[config.mk]
export PLATFORM = sky130hd
export DESIGN_NAME = mse_ram
export DESIGN_NICKNAME = d
export VERILOG_FILES = /design/src/merge_sort_engine_macros.svh /design/src/mse_ram.sv
export SDC_FILE = /design/constraint.sdc
export NUM_CORES = 2
export LEC_CHECK = 0
export ABC_CLOCK_PERIOD_IN_PS = 10000
export BUFFER_PORTS_ARGS = -buffer_cell sky130_fd_sc_hd__buf_2
export CAP_MARGIN = 5
export CORE_UTILIZATION = 65
export CTS_CLUSTER_DIAMETER = 150
export DETAILED_ROUTE_END_ITERATION = 8
export PLACE_DENSITY = 0.82
export SYNTH_ARGS = -nofsm -noshare
export SYNTH_HDL_FRONTEND = slang
export SYNTH_SLANG_ARGS = --single-unit
[constraint.sdc]
create_clock -name i_clk -period 10 [get_ports i_clk]
set_input_delay 2 -clock i_clk [delete_from_list [all_inputs] [get_ports i_clk]]
set_output_delay 2 -clock i_clk [all_outputs]
set_load 0.05 [all_outputs]
[src/merge_sort_engine_macros.svh]
// Assertion macros shared by the merge sort engine RTL.
// Depends on nothing; the including module provides i_clk and i_rst_n.
`ifndef MERGE_SORT_ENGINE_MACROS_SVH
`define MERGE_SORT_ENGINE_MACROS_SVH

// The consequent must hold in the same cycle as the antecedent.
`define MSE_ASSERT_NOW(label, ante, cons, msg) \
    label: assert property (@(posedge i_clk) disable iff (!i_rst_n) (ante) |-> (cons)) \
        else $error(msg);

// The consequent must hold in the cycle after the antecedent.
`define MSE_ASSERT_NEXT(label, ante, cons, msg) \
    label: assert property (@(posedge i_clk) disable iff (!i_rst_n) (ante) |=> (cons)) \
        else $error(msg);

`endif

[src/mse_ram.sv]
// Generic synchronous RAM: one write port and two read ports with registered read data.
// Depends on nothing.
module mse_ram #(
    parameter int WIDTH = 32,
    parameter int DEPTH = 64
) (
    input  logic                     i_clk,
    input  logic                     i_wr_en,
    input  logic [$clog2(DEPTH)-1:0] i_wr_addr,
    input  logic [WIDTH-1:0]         i_wr_data,
    input  logic [$clog2(DEPTH)-1:0] i_rd_addr0,
    input  logic [$clog2(DEPTH)-1:0] i_rd_addr1,
    output logic [WIDTH-1:0]         o_rd_data0,
    output logic [WIDTH-1:0]         o_rd_data1
);

    logic [WIDTH-1:0] r_mem [DEPTH];

    // Write port and registered read ports.
    always_ff @(posedge i_clk) begin
        if (i_wr_en) begin
            r_mem[i_wr_addr] <= i_wr_data;
        end
        o_rd_data0 <= r_mem[i_rd_addr0];
        o_rd_data1 <= r_mem[i_rd_addr1];
    end

endmodule

* Yosys cells after proc, flatten, opt, wreduce, memory -nomap -nowiden
Memories as Yosys holds them, arrays and structs flattened. A register that Yosys moved wholly into a read port is not among the register bits.
Index checks and enable logic that the tools add are counted.
** Cells by class
- Muxes and demuxes :: 2
** Operator list (number)
- $mux W1 :: 2
** Word-level totals
- Word-level logic and storage cells :: 3
- Register bits :: 0
- Memories kept :: 1
- Input bits :: 52
- Output and inout bits :: 64
- RAM bits :: 2048
** Memory list
- r_mem :: depth 64, bits a word 32, read ports 2, clocked after memory_dff 2, write ports 1, line mse_ram.sv:17 : logic [WIDTH-1:0] r_mem [DEPTH];

* Depth between registers and ports, before layout
- Depth after elaboration :: 2
- Gate-level depth with buffers :: 10

* Worst setup path after synthesis
No wires, ideal clock.
- Path kind :: input port to flip-flop
- From :: input i_wr_addr[3]
- To :: memory r_mem[48][0] (enable)
- Stages :: 4
- Buffers on the path :: 1
- Arrival time :: 4.730 ns
- Setup slack :: 4.809 ns
- Library setup time :: 0.461 ns
- Cell sequence :: clkbuf_1 -> nor2b_1 -> nand4b_1 -> nor3_1
** RTL lines
- start: declaration :: line mse_ram.sv:9 : input logic [$clog2(DEPTH)-1:0] i_wr_addr,
- end: declaration :: line mse_ram.sv:17
Straight into the memory's write port.

==> results.md <==
* Layout area overhead at 10.3%
* Relative slew slack at 0.0687%
* Port Buffers at 115
* Slowest Stage Delay on Critical Path at 0.67 ns
* Final hold violation count at 0
* Worst Path Max Fanout at 96
* Die area at 149000 µm²
* Post-DRT Antenna Nets at 0
* H-tree Lvls at 4
* Fraction of layout cells with a size suffix above 1 at 38.1%
* Final WL at 292 mm
* Critical path arrival at 5.57 ns
* Multi-input gate area at 31600 µm²
* CTS Buf Count at 204
* Reg clk slew, reported paths at 0.06 ns
* Bufs and invs on worst path at 3
* Crit path top cell by count: mux4_2
* Worst path cell trace: buf_8, buf_12, buf_4, mux4_2, mux4_2, o22ai_1, nor2_1
* Top FF cell, synth: edfxtp_1
* Final setup TNS at 0 ns
* Setup WS pre-CTS at 4.39 ns
* Setup Crit Path Kind: input pin to flip-flop
* DRC violations left at 0
* Die width at 386 µm
* Yosys top cell by area: edfxtp_1
* Slew Viols, Final at 0
* Asr flop ratio synth at 0%
* Gpl congestion at 0.876
* Top-count cell post-synth: edfxtp_1
* Most frequent cells after synthesis: 2048 x edfxtp_1, 1124 x mux4_2, 204 x mux2i_1
* Via count at 55200
* Iteration-0 DRC Markers at 10300
* Io pins at 116
* Worst-Margin Slew at 1.50 ns
* Syn Area/Cell at 21.7 µm²
* Cell row count at 140
* Vias in the first global route at 54700
* Hold_buf cts at 0
* Net count after synthesis at 4464
* CTS tree: yes
* Family with the most delay on the worst path: buffers and inverters
* Synth Warn # at 0
* Lkg Pwr at 0.0331 µW
* Share of the synthesized area in the top cell type at 64.3%
* RSZ-0062 raised after global routing: no
* MaxCap Viol Count at 0
* Min Clock Period, post-route at 4.84 ns
* Largest net degree at the start of global routing at 133
* FMAX at 207 MHz
* Slowest cell on crit path: buf_4
* Post-synthesis register bit count at 2112
* Worst Setup Start Kind: input pin
* Register cell area after layout at 62800 µm²
* Via-to-Cell Ratio at 8.33
* Die Ht at 386 µm
* Final worst-path cycle share at 48.4%
* Sequential fraction of the synthesis area at 65.6%
* DP Wirelength at 153 mm
* Worst skew pair latency at 0.86 ns
* Core area at 146000 µm²
* Synthesized area at 95700 µm²
* Power per Cell Area at 185 nW/µm²
* Final Setup Violations at 0
* First-pass GRT wire length at 406 mm
* Initial Util at 65.6%
* Outcome: finished, final reports clean
* Top post-synthesis cells by area: edfxtp_1 64%, mux4_2 26%, mux2i_1 2.1%
* Tightest Hold Check Type: flip-flop to flip-flop
* Initial antenna violation count at 33
* Setup bufs post-CTS at 0
* CTS root buf: clkbuf_16
* Clock sinks at 2112
* Drt pass-1 iters at 5
* Routed len/inst at 44.1 µm
* Nature of the critical path endpoint: flip-flop
* Filler Cells Inserted at 7781
* Distinct cells, synth at 38
* Overall routing resource usage at 39.8%
* Layout Nets at 4563
* CTS resizes at 0
* Clock Tree Buf Depth at 3
* IR drop worst, VDD at 0.214 mV
* Final setup margin at 5.16 ns
* Critical Path RT at 10.73 ns
* Total gr overflow at 0
* Number of flops mapped to enable cells by yosys at 2048
* Post-Syn Instances at 4412
* Worst clock skew at 0.0316 ns
-- per-stage QoR --
stage	total power, µW	util, %	hold slack, ns	cells	instance area [µm²]
floorplan	11100	-	0.780	4412	95700
global placement	11600	67.5	0.872	6220	98600
detailed placement	11700	67.5	0.859	6220	98600
CTS	19500	72.3	0.920	6606	105000
global route	19900	72.3	0.936	6614	105000
finish	19600	72.3	0.923	6622	105000
-- power by group --
| part | internal [µW] | switching, µW | leakage (µW) |
|---|---|---|---|
| combinational | 629 | 1050 | 0.0108 |
| clock | 4580 | 3420 | 0.00336 |
| sequential | 9800 | 76.0 | 0.0190 |
| total | 15000 | 4540 | 0.0331 |
-- logic make-up (layout without fill, tap and decap cells) --
| logic type | after synthesis | in the layout | share of synthesized area, % |
|---|---|---|---|
| AOI/OAI and AO/OA | 340 | 340 | 2.39 |
| buffers and inverters | 348 | 627 | 1.83 |
| DFF | 2112 | 2112 | 65.6 |
| muxes | 1364 | 1364 | 29.0 |
| other | 0 | 14 | 0 |
| and+or+nand+nor | 248 | 248 | 1.13 |
-- flip-flops by register name, indices dropped and copies added (netlist names) --
signal / cells
o_rd_data0: 32
r_mem: 2048
o_rd_data1: 32
-- cell type report --
| class | count | share of cell area, % |
|---|---|---|
| Inverter | 1 | 0.00356 |
| Clock inverter | 123 | 1.30 |
| Antenna cell | 14 | 0.0332 |
| Multi-Input combinational cell | 1952 | 30.0 |
| Sequential cell | 2112 | 59.5 |
| Tap cell | 1917 | 2.27 |
| Timing Repair Buffer | 240 | 1.65 |
| Clock buffer | 263 | 5.22 |
-- worst register-to-register path: cells and delay by family (launching register included) --
family          cells  cell delay, ns
mux                 3            0.86
simple gates        1            0.15
flops               1            0.47
compound gates      1            0.81
-- layer usage --
layer	vias to the layer above	GRT usage (%)	wire [µm]
li1	19700	-	-
met2	5795	58.6	133000
met5	-	0.0975	185
met3	1243	15.9	50900
met1	28400	51.9	90000
met4	28	20.7	18600
-- final timing paths --
path / depth (start not counted) / endpoint / start / slack, ns
setup / recovery: 7 / o_rd_data1[7]$_DFF_P_ / i_rd_addr1[1] / 5.16
setup reg to reg: 5 / o_rd_data1[27]$_DFF_P_ / r_mem[20][27]$_DFFE_PP_ / 7.56
hold / removal: 5 / o_rd_data1[5]$_DFF_P_ / r_mem[61][5]$_DFFE_PP_ / 0.92
hold reg to reg: 5 / o_rd_data1[5]$_DFF_P_ / r_mem[61][5]$_DFFE_PP_ / 0.92
-- cells in the final DEF (no fill, tap or decap), drive strengths merged, types with 13 or more instances in the layout --
master	Yosys	final
a211oi	15	15
a21oi	58	58
a221oi	13	13
a22oi	85	85
buf	212	239
bufinv	0	26
clkbuf	135	264
clkinv	0	78
dfxtp	64	64
diode	0	14
edfxtp	2048	2048
mux2	36	36
mux2i	204	204
mux4	1124	1124
nand2	93	93
nor2	94	94
nor2b	19	19
o211ai	27	27
o21ai	49	49
o221ai	16	16
o22ai	56	56
Power figures use the tool's default switching activity.
